$ cat src/sv/bcve_pkg.sv
// ============================================================================
// bcve_pkg
// Shared types and codes of the bounded control value enumerator.
// ============================================================================
`default_nettype none

package bcve_pkg;

    // Widths fixed by the interface
    localparam int unsigned VALUE_W  = 64;
    localparam int unsigned OP_W     = 3;
    localparam int unsigned CFG_IDX_W = 3;
    localparam int unsigned COUNT_W  = 4;

    // Operation codes
    localparam logic [OP_W-1:0] OP_STEP    = 3'd0;
    localparam logic [OP_W-1:0] OP_SET     = 3'd1;
    localparam logic [OP_W-1:0] OP_LOAD_MIN = 3'd2;
    localparam logic [OP_W-1:0] OP_LOAD_MAX = 3'd3;
    localparam logic [OP_W-1:0] OP_RESTORE = 3'd4;

    // Configuration register indexes
    localparam logic [CFG_IDX_W-1:0] REG_ACTIVE_BYTES = 3'd0;
    localparam logic [CFG_IDX_W-1:0] REG_INITIAL      = 3'd1;
    localparam logic [CFG_IDX_W-1:0] REG_MINIMUM      = 3'd2;
    localparam logic [CFG_IDX_W-1:0] REG_MAXIMUM      = 3'd3;
    localparam logic [CFG_IDX_W-1:0] REG_MIN_PRESENT  = 3'd4;
    localparam logic [CFG_IDX_W-1:0] REG_MAX_PRESENT  = 3'd5;

    // Reset value of active_bytes
    localparam logic [COUNT_W-1:0] ACTIVE_BYTES_RST = 4'd1;

    // Configuration seen by the datapath
    typedef struct packed {
        logic [COUNT_W-1:0] active_bytes;
        logic [VALUE_W-1:0] initial_value;
        logic [VALUE_W-1:0] minimum_value;
        logic [VALUE_W-1:0] maximum_value;
        logic               minimum_present;
        logic               maximum_present;
    } cfg_t;

endpackage

`default_nettype wire

$ cat src/sv/bcve_cfg.sv
// ============================================================================
// bcve_cfg
// Configuration register file, written through a write enable and index.
// ============================================================================
`default_nettype none

module bcve_cfg
(
    input  wire logic                              clk,
    input  wire logic                              rst_n,
    input  wire logic                              wr_en,
    input  wire logic [bcve_pkg::CFG_IDX_W-1:0]    wr_index,
    input  wire logic [bcve_pkg::VALUE_W-1:0]      wr_data,
    output bcve_pkg::cfg_t                         cfg
);

    bcve_pkg::cfg_t cfg_reg;
    bcve_pkg::cfg_t cfg_next;

    // Decode the write
    always_comb
    begin
        cfg_next = cfg_reg;
        if (wr_en)
        begin
            case (wr_index)
                bcve_pkg::REG_ACTIVE_BYTES:
                    cfg_next.active_bytes = wr_data[bcve_pkg::COUNT_W-1:0];
                bcve_pkg::REG_INITIAL:     cfg_next.initial_value = wr_data;
                bcve_pkg::REG_MINIMUM:     cfg_next.minimum_value = wr_data;
                bcve_pkg::REG_MAXIMUM:     cfg_next.maximum_value = wr_data;
                bcve_pkg::REG_MIN_PRESENT: cfg_next.minimum_present = wr_data[0];
                bcve_pkg::REG_MAX_PRESENT: cfg_next.maximum_present = wr_data[0];
                default:                   cfg_next = cfg_reg;
            endcase
        end
    end

    always_ff @(posedge clk or negedge rst_n)
    begin
        if (!rst_n)
        begin
            cfg_reg.active_bytes    <= bcve_pkg::ACTIVE_BYTES_RST;
            cfg_reg.initial_value   <= '0;
            cfg_reg.minimum_value   <= '0;
            cfg_reg.maximum_value   <= '0;
            cfg_reg.minimum_present <= 1'b0;
            cfg_reg.maximum_present <= 1'b0;
        end
        else
        begin
            cfg_reg <= cfg_next;
        end
    end

    assign cfg = cfg_reg;

endmodule

`default_nettype wire

$ cat src/sv/bcve_core.sv
// ============================================================================
// bcve_core
// Combinational operation logic: carry chain, range checks and loads.
// ============================================================================
`default_nettype none

module bcve_core
#(
    parameter int unsigned MAX_BYTES = 8
)
(
    input  wire bcve_pkg::cfg_t                  cfg,
    input  wire logic [bcve_pkg::OP_W-1:0]       opcode,
    input  wire logic [bcve_pkg::VALUE_W-1:0]    new_value,
    input  wire logic [MAX_BYTES*8-1:0]          cur_value,
    output logic                                 accepted,
    output logic [MAX_BYTES*8-1:0]               next_value
);

    localparam int unsigned W = MAX_BYTES * 8;
    localparam logic [bcve_pkg::COUNT_W-1:0] NMAX = bcve_pkg::COUNT_W'(MAX_BYTES);

    logic [bcve_pkg::COUNT_W-1:0] n;
    logic [MAX_BYTES-1:0]         en;
    logic [W-1:0]                 mask;
    logic [W-1:0]                 cur;
    logic [W-1:0]                 mx;
    logic [W-1:0]                 mn;
    logic [W-1:0]                 nv;
    logic [W-1:0]                 init;
    logic [W-1:0]                 wrap;
    logic [W-1:0]                 step_val;
    logic [MAX_BYTES-1:0]         ov;
    logic [MAX_BYTES:0]           carry;
    logic [MAX_BYTES-1:0]         byte_ok;
    logic                         set_ok;

    // Clamp the active byte count
    always_comb
    begin
        if (cfg.active_bytes == '0)
            n = 4'd1;
        else if (cfg.active_bytes > NMAX)
            n = NMAX;
        else
            n = cfg.active_bytes;
    end

    // Byte enables and masked operands
    always_comb
    begin
        for (int i = 0; i < MAX_BYTES; i++)
        begin
            en[i]         = bcve_pkg::COUNT_W'(i) < n;
            mask[8*i +: 8] = {8{en[i]}};
        end
    end

    assign cur  = cur_value & mask;
    assign mx   = (cfg.maximum_present ? cfg.maximum_value[W-1:0] : {W{1'b1}}) & mask;
    assign mn   = cfg.minimum_value[W-1:0] & mask;
    assign nv   = new_value[W-1:0] & mask;
    assign init = cfg.initial_value[W-1:0] & mask;
    assign wrap = cfg.minimum_present ? mn : init;

    // Step: per-digit overflow and ripple carry from byte 0
    always_comb
    begin
        carry[0] = 1'b1;
        for (int i = 0; i < MAX_BYTES; i++)
        begin
            ov[i]        = cur[8*i +: 8] >= mx[8*i +: 8];
            carry[i+1]   = carry[i] & ov[i];
            if (!carry[i])
                step_val[8*i +: 8] = cur[8*i +: 8];
            else if (ov[i])
                step_val[8*i +: 8] = wrap[8*i +: 8];
            else
                step_val[8*i +: 8] = cur[8*i +: 8] + 8'd1;
        end
    end

    // Set: range check of every active byte
    always_comb
    begin
        for (int i = 0; i < MAX_BYTES; i++)
        begin
            byte_ok[i] = !(cfg.minimum_present && (mn[8*i +: 8] > nv[8*i +: 8]))
                      && !(cfg.maximum_present && (mx[8*i +: 8] < nv[8*i +: 8]));
        end
        set_ok = &(byte_ok | ~en);
    end

    // Operation select
    always_comb
    begin
        accepted   = 1'b0;
        next_value = cur;
        case (opcode)
            bcve_pkg::OP_STEP:
            begin
                if (cur != mx)
                begin
                    if (carry[MAX_BYTES])
                    begin
                        // every digit wrapped: saturate at the maximum
                        next_value = mx;
                    end
                    else
                    begin
                        next_value = step_val & mask;
                        accepted   = 1'b1;
                    end
                end
            end
            bcve_pkg::OP_SET:
            begin
                if (set_ok)
                begin
                    next_value = nv;
                    accepted   = 1'b1;
                end
            end
            bcve_pkg::OP_LOAD_MIN:
            begin
                if (cfg.minimum_present && (cur != mn))
                begin
                    next_value = mn;
                    accepted   = 1'b1;
                end
            end
            bcve_pkg::OP_LOAD_MAX:
            begin
                if (cur != mx)
                begin
                    next_value = mx;
                    accepted   = 1'b1;
                end
            end
            bcve_pkg::OP_RESTORE:
            begin
                next_value = init;
                accepted   = 1'b1;
            end
            default:
            begin
                next_value = cur;
                accepted   = 1'b0;
            end
        endcase
    end

endmodule

`default_nettype wire

$ cat src/sv/bounded_control_value_enumerator.sv
// ============================================================================
// bounded_control_value_enumerator
// Mixed-radix control value counter with per-byte bounds.
// ============================================================================
// Each item (opcode, new_value) passes an input register and combinational
// operation logic, and its result (accepted, current_value) lands in an output
// register. The result is valid once the item has moved from the input register
// to the output register; one item is taken every clock while the output side
// keeps up, since the held control value is updated in the same cycle an item
// moves to the output register.
// Configuration writes are always ready and should only be issued while no
// item is in flight.
`default_nettype none

module bounded_control_value_enumerator
#(
    parameter int unsigned MAX_BYTES = 8
)
(
    input  wire logic                              clk,
    input  wire logic                              rst_n,
    // input items
    input  wire logic                              in_valid,
    output logic                                   in_stall,
    input  wire logic [bcve_pkg::OP_W-1:0]         opcode,
    input  wire logic [bcve_pkg::VALUE_W-1:0]      new_value,
    // result items
    output logic                                   out_valid,
    input  wire logic                              out_stall,
    output logic                                   accepted,
    output logic [bcve_pkg::VALUE_W-1:0]           current_value,
    // configuration writes
    input  wire logic                              cfg_valid,
    output logic                                   cfg_ready,
    input  wire logic [bcve_pkg::CFG_IDX_W-1:0]    cfg_index,
    input  wire logic [bcve_pkg::VALUE_W-1:0]      cfg_data
);

    localparam int unsigned W = MAX_BYTES * 8;

    bcve_pkg::cfg_t                   cfg;
    logic                             in_valid_reg;
    logic                             in_valid_next;
    logic [bcve_pkg::OP_W-1:0]        opcode_reg;
    logic [bcve_pkg::VALUE_W-1:0]     new_value_reg;
    logic                             out_valid_reg;
    logic                             out_valid_next;
    logic                             accepted_reg;
    logic [W-1:0]                     state_reg;
    logic                             core_accepted;
    logic [W-1:0]                     core_value;
    logic                             in_take;
    logic                             advance;

    // Configuration registers
    assign cfg_ready = 1'b1;

    bcve_cfg u_cfg
    (
        .clk      (clk),
        .rst_n    (rst_n),
        .wr_en    (cfg_valid & cfg_ready),
        .wr_index (cfg_index),
        .wr_data  (cfg_data),
        .cfg      (cfg)
    );

    // Handshake: an item advances when the output register is free or draining
    assign advance  = in_valid_reg && (!out_valid_reg || !out_stall);
    assign in_stall = in_valid_reg && !advance;
    assign in_take  = in_valid && !in_stall;

    always_comb
    begin
        if (in_take)
            in_valid_next = 1'b1;
        else if (advance)
            in_valid_next = 1'b0;
        else
            in_valid_next = in_valid_reg;

        if (advance)
            out_valid_next = 1'b1;
        else if (!out_stall)
            out_valid_next = 1'b0;
        else
            out_valid_next = out_valid_reg;
    end

    // Operation logic
    bcve_core #(.MAX_BYTES(MAX_BYTES)) u_core
    (
        .cfg        (cfg),
        .opcode     (opcode_reg),
        .new_value  (new_value_reg),
        .cur_value  (state_reg),
        .accepted   (core_accepted),
        .next_value (core_value)
    );

    // Control state
    always_ff @(posedge clk or negedge rst_n)
    begin
        if (!rst_n)
        begin
            in_valid_reg  <= 1'b0;
            out_valid_reg <= 1'b0;
            state_reg     <= '0;
        end
        else
        begin
            in_valid_reg  <= in_valid_next;
            out_valid_reg <= out_valid_next;
            if (advance)
                state_reg <= core_value;
        end
    end

    // Payload registers
    always_ff @(posedge clk)
    begin
        if (in_take)
        begin
            opcode_reg    <= opcode;
            new_value_reg <= new_value;
        end
        if (advance)
            accepted_reg <= core_accepted;
    end

    assign out_valid     = out_valid_reg;
    assign accepted      = accepted_reg;
    assign current_value = bcve_pkg::VALUE_W'(state_reg);

endmodule

`default_nettype wire

$ cat config.mk
export PLATFORM = sky130hd
export DESIGN_NAME = bounded_control_value_enumerator
export DESIGN_NICKNAME = d
export VERILOG_FILES = /design/src/sv/bcve_pkg.sv /design/src/sv/bcve_cfg.sv /design/src/sv/bcve_core.sv /design/src/sv/bounded_control_value_enumerator.sv
export SDC_FILE = /design/constraint.sdc
export NUM_CORES = 1
export LEC_CHECK = 0
export BUFFER_PORTS_ARGS = -buffer_cell sky130_fd_sc_hd__clkbuf_2
export CAP_MARGIN = 5
export CELL_PAD_IN_SITES_DETAIL_PLACEMENT = 1
export CELL_PAD_IN_SITES_GLOBAL_PLACEMENT = 2
export CORE_MARGIN = 2
export CORE_UTILIZATION = 35
export CTS_BUF_LIST = sky130_fd_sc_hd__clkbuf_8
export DETAILED_ROUTE_END_ITERATION = 6
export GPL_TIMING_DRIVEN = 0
export PLACE_DENSITY_LB_ADDON = 0.1
export SLEW_MARGIN = 5
export SYNTH_ARGS = -nofsm -noshare
export SYNTH_HDL_FRONTEND = slang
export SYNTH_SLANG_ARGS = --single-unit
$ cat constraint.sdc
create_clock -name clk -period 5.33 [get_ports clk]
set_clock_uncertainty 0.15 [all_clocks]
set_input_delay 1.066 -clock clk [delete_from_list [all_inputs] [get_ports clk]]
set_output_delay 1.066 -clock clk [all_outputs]
set_load 0.02 [all_outputs]
### Word level (Yosys, flattened, before mapping)

Index checks and enable logic that the tools add are counted.
Widths: inputs -> output; s select.

| cells by class | value |
|---|---|
| div/mod/pow operators | 0 |
| muxes and demuxes | 35 |
| multipliers | 0 |
| reductions and logical operators | 60 |
| order comparisons | 33 |
| bitwise gates (word level) | 15 |
| shift-type cells | 0 |
| $add $sub $neg | 8 |
| equal/unequal tests | 12 |

Operators with widths:

| operator | number |
|---|---|
| $mux 64 | 7 |
| $and 64x64->64 | 6 |
| $pmux 64 s5 | 1 |
| $ne 64x64->1 | 2 |
| $mux 8 | 15 |
| $add 8x1->8 const B | 8 |
| $ge 8x8->1 | 8 |
| $gt 8x8->1 | 8 |
| $lt 8x8->1 | 8 |
| $logic_and 1x1->1 | 28 |
| $logic_not 1->1 | 20 |
| $lt 3x4->1 const A | 4 |
| $eq 3x2->1 const B | 4 |
| $reduce_and 2->1 | 6 |
| $eq 3x3->1 const B | 3 |
| $mux 1 | 9 |
| $lt 1x4->1 const A | 2 |
| $lt 2x4->1 const A | 2 |
| $mux 4 | 2 |
| $not 8->8 | 1 |
| $or 8x8->8 | 1 |
| $reduce_and 8->1 | 1 |
| $and 1x1->1 | 7 |
| $eq 3x1->1 const B | 2 |
| other kinds (7) | 8 |

| storage, ports and cells | value |
|---|---|
| bits in registers | 332 |
| output and inout port bits | 68 |
| bits in read-only memories | 0 |
| memories | 0 |
| bits in latches | 0 |
| bits in writable memories | 0 |
| input bits | 139 |
| logic and storage cells | 175 |

### Depth between registers and ports, before layout

| logic depth | value |
|---|---|
| depth in word-level cells | 17 |
| mapped depth | 21 |
| depth with buffers taken out | 15 |

### By module

Synthesis repeated with hierarchy kept, for this count alone.

| second synthesis, totals | value |
|---|---|
| cells, all modules | 2965 |
| area total of the unflattened synthesis | 26897.0 um^2 |

Modules (own cells, without submodules):

| module | instances | cells each | area each (um^2) | seq. area each (um^2) |
|---|---|---|---|---|
| bcve_core | 1 | 2329 | 14679.1 | 0.0 |
| bcve_cfg | 1 | 423 | 7438.4 | 4956.0 |
| bounded_control_value_enumerator | 1 | 213 | 4779.6 | 3693.5 |

### Worst setup path before layout

No wires, ideal clock.

| timing path | value |
|---|---|
| kind | register to register |
| start | register u_cfg.cfg_reg (netlist bit u_cfg.cfg[195]) |
| end | register state_reg[36] (netlist: current_value[36]) |
| arrival time | 4.646 ns |
| path slack | 0.392 ns |
| clock period less this slack | 4.938 ns |
| cell stages (with the launch flop) | 20 |
| data required time | 5.038 ns |
| path buffers | 4 |
| library setup time | 0.142 ns |
| cell sequence | dfrtp_1 clkbuf_1 o21a_1 or2_1 clkbuf_1 clkbuf_1 clkbuf_1 o21a_1 inv_1 ha_1 a21oi_1 o211ai_1 a221oi_1 a211oi_2 a41oi_1 nor2_1 a221oi_1 o31a_1 nor2b_1 o221ai_1 |

| between the ends | value |
|---|---|
| cells in the longest elaborated chain, start to end | 16 |
| elaborated cells between the ends (all ways) | 105 |
| classes of those cells | add/sub: 1; order compare: 33; eq/ne: 2; mux: 11; bitwise: 15; reduce/logical: 43 |

RTL lines:

| what | line | RTL |
|---|---|---|
| from (decl) | bcve_cfg.sv:17 | `bcve_pkg::cfg_t cfg_reg;` |
| from (signal assigned) | bcve_cfg.sv:52 | `cfg_reg <= cfg_next;` |
| $gt 4x4->1 | bcve_core.sv:43 | `else if (cfg.active_bytes > NMAX)` |
| $mux 4 | bcve_core.sv:43 |  |
| $mux 4 * | bcve_core.sv:41 | `if (cfg.active_bytes == '0)` |
| $lt 1x4->1 | bcve_core.sv:54 | `en[i] = bcve_pkg::COUNT_W'(i) < n;` |
| $and 64x64->64, on equally long branches | bcve_core.sv:59, bcve_core.sv:60 |  |
| $ge 8x8->1 | bcve_core.sv:72 | `ov[i] = cur[8*i +: 8] >= mx[8*i +: 8];` |
| $and 1x1->1 (7 in series) | bcve_core.sv:73 | `carry[i+1] = carry[i] & ov[i];` |
| $mux 64 | bcve_core.sv:104 | `if (carry[MAX_BYTES])` |
| $mux 64 | bcve_core.sv:102 | `if (cur != mx)` |
| $pmux 64 s5 * | bcve_core.sv:99 | `case (opcode)` |
| to (signal assigned) | bounded_control_value_enumerator.sv:115 | `state_reg <= core_value;` |
| to (decl) | bounded_control_value_enumerator.sv:49 | `logic [W-1:0] state_reg;` |

Mark *: on every way between the ends. The rest lies on a longest branch, timed or not.
A chain may end at the register's enable or synchronous reset.

### Final worst setup path

| timing path | value |
|---|---|
| start | register opcode_reg[1] (netlist name) |
| end | register state_reg[44] (netlist: current_value[44]) |

| between the ends | value |
|---|---|
| cells in the longest elaborated chain, start to end | 2 |
| elaborated cells between the ends (all ways) | 6 |
| classes of those cells | eq/ne: 4; mux: 1; reduce/logical: 1 |

RTL lines:

| what | line | RTL |
|---|---|---|
| from (decl) | bounded_control_value_enumerator.sv:44 | `logic [bcve_pkg::OP_W-1:0] opcode_reg;` |
| from (signal assigned) | bounded_control_value_enumerator.sv:124 | `opcode_reg <= opcode;` |
| $eq 3x3->1, or another cell as far along | bcve_core.sv:99 |  |
| $pmux 64 s5 * | bcve_core.sv:99 |  |

Marked as above.

==> results.ini <==
[outcome]
status=complete, but fails checks
violations=capacitance limit, slew limit, setup timing

[min_path]
min_path_type=input port to asynchronous set/reset pin

[layout]
largest_reg_flops=198
nNetsFinal=3488
stdcell_count=4163
syn_to_final_growth_pct=23.7
drive_above_1_share_pct=26.3

[sta]
clock.fmax_ghz=0.180
worst_slack_ns=-0.234
drv_slew=27
hold_violations=0
finalWorstPathRequiredPeriod_ns=5.56
worstMarginPinSlew_ns=1.58
period_share_pct=104
rsz0062_at_grt=true
slew_headroom_pct=-5.58
setup_viol_count_final=33

[synth]
synthFlopType=dfrtp_1
synth_fp_nets=3114
synth_top_cell_by_area=dfrtp_1
synth_top_area_share_pct=26.3
ys_ff_latch=332
syn_area_um2=25000
synth.avg_cell_area_um2=8.98
yosysMostFrequentCell=dfrtp_1
yosys_warnings=0
yosysUniqueCellTypes=92
ys_top_cells_by_area=dfrtp_1 26%, ha_1 9.5%, mux2_2 9.3%
synth-seq-area-share_pct=34.6
synth_edf_count=68
ys_async_sr_fraction_pct=79.5
synth_common_cells=263 x dfrtp_1, 250 x nand2_1, 207 x mux2_2
synth_cells=2785

[routing]
route.detailed.drc=0
firstDrtPassIters=6
wl_per_cell_um=37.0
vias=27026
detail_route.vias_per_cell=6.49
antenna_left=0
drt_iter0_drc=2843
drt_wl_total_mm=154

[clock_network]
cts_buffer_depth=3
clock-root-buffer=clkbuf_8
cts.htree.levels=3
cts_hold_buf=0
cts.sinks=332
insertion_delay_ns=0.70
cts_tree=built
cts_buffers=69
path_clk_slew_ns=0.06

[worst_setup_path]
r2r-start=opcode_reg[1]
r2r_cells=9
criticalPathCategory=flop to flop
cp.arrival_ns=6.00
cp-start-kind=flop
endpoint_kind=flop
regToRegSetupSlack_ns=-0.23
rr_endpoint=current_value[44]
path_max_fanout=10
required_ns=5.77

[grt]
grt_start_max_net_pins=98
gr-total-overflow=0
grt_antenna_before_repair=11
grt_pass1_wl_mm=214
grt_pass1_vias=27354
track_usage_pct=40.9

[place]
gp_congestion=1.03
port_buffers=205
dp.final_hpwl_mm=113
placed_cells=3950

[floorplanning]
placementRows=97
coreArea_um2=70400
die_w_um=271
ioPinCount=207
die_y_um=271
start_util_pct=35.5
die_area_um2=73600

[pwr]
power_mw=15.1
power_leakage_nw=13.2
p_per_area_nw_per_um2=487
peakVddDrop_mv=0.259

[flow_run]
max_cap_violations=5

## worst max-delay path by stage
stage                               from  cells after the start           endpoint  slack, ns
after floorplan           u_cfg.cfg[195]                     19  current_value[36]       0.39
after global placement      u_cfg.cfg[0]                     17  current_value[20]      -7.67
after detailed placement    u_cfg.cfg[0]                     19  current_value[17]      -5.22
after CTS                 u_cfg.cfg[194]                     19  current_value[51]      0.008
after global routing        u_cfg.cfg[0]                     22  current_value[50]      -0.04
final                      opcode_reg[1]                      9  current_value[44]      -0.23
## report_power, final
part           switching (mW)  internal, mW
clock                    1.35          1.47
sequential              0.822          3.12
combinational            5.39          2.91
## layer usage
layer / part of all wire, % / track usage, % / wire length (µm) / up-vias
li1: - / - / - / 11202
met1: 41 / 54.5 / 63400 / 13721
met2: 43 / 61.0 / 65700 / 1618
met3: 9.7 / 9.59 / 15000 / 475
met4: 6.5 / 22.9 / 10000 / 10
met5: 0.042 / 0 / 65 / -
## critical path, cell delays in order (launching register included)
cell and delay (ns):
edfxtp_1 0.48, clkbuf_1 0.27, or2_2 0.41, clkbuf_1 0.66, a21oi_2 0.80, buf_8 0.26, clkbuf_1 0.84, clkbuf_1 1.17
a21oi_1 0.12, a31oi_1 0.26
## per-stage QoR
stage / setup slack [ns] / utilization, % / TNS [ns] / instance area (µm²) / hold slack (ns)
CTS: 0.00848 / 43.2 / 0 / 30400 / 0.00609
global route: -0.0421 / 43.9 / -0.243 / 30900 / 0.0242
floorplan: 0.392 / - / 0 / 25000 / 0.306
global placement: -7.67 / 38.6 / -1254.07 / 27200 / 0.322
finish: -0.234 / 43.9 / -3.65 / 30900 / 0.0318
detailed placement: -5.22 / 39.2 / -294.21 / 27600 / 0.337
## placed cells by master (no fill, tap or decap), drive strengths merged, types with 68 or more instances in the layout
cell,synthesis,final
a21oi,186,186
buf,27,143
clkbuf,167,429
dfrtp,263,263
edfxtp,68,68
ha,190,190
inv,152,173
mux2,207,207
nand2,250,250
nand3,94,94
nor2,159,159
o21ai,196,196
## final cells by class
class / instances / area (µm²)
diodes: 11 / 27.5
plain buffers: 187 / 1210
clock buffers: 76 / 1050
clock inverters: 48 / 317
fillers: 8159 / 39500
inverters: 153 / 582
multi-input cells: 2106 / 15900
flip-flops and latches: 332 / 8660
well taps: 940 / 1180
repair buffers: 310 / 2000
## logic make-up (layout without fill, tap and decap cells)
kind of cell / after synthesis / after routing / share of synthesized area [%]
AO/OA/AOI/OAI: 845 / 845 / 22.6
AND/OR/NAND/NOR: 750 / 750 / 14.5
buffers and inverters: 347 / 774 / 5.29
flip-flops: 332 / 332 / 34.6
multiplexers: 252 / 252 / 11.1
adder cells (fa/ha/maj): 190 / 190 / 9.51
XOR/XNOR: 68 / 68 / 2.38
other: 1 / 12 / 0.0150
## repair_timing
action / CTS / global route
endpoints found under the setup margin: 65 / 64
gates cloned: 0 / 2
endpoints found under the hold margin: 0 / 0
gates resized for setup: 262 / 107
setup buffers: 68 / 15
pin swaps: 24 / 27
Note: power is estimated with default switching activity, not from simulation.
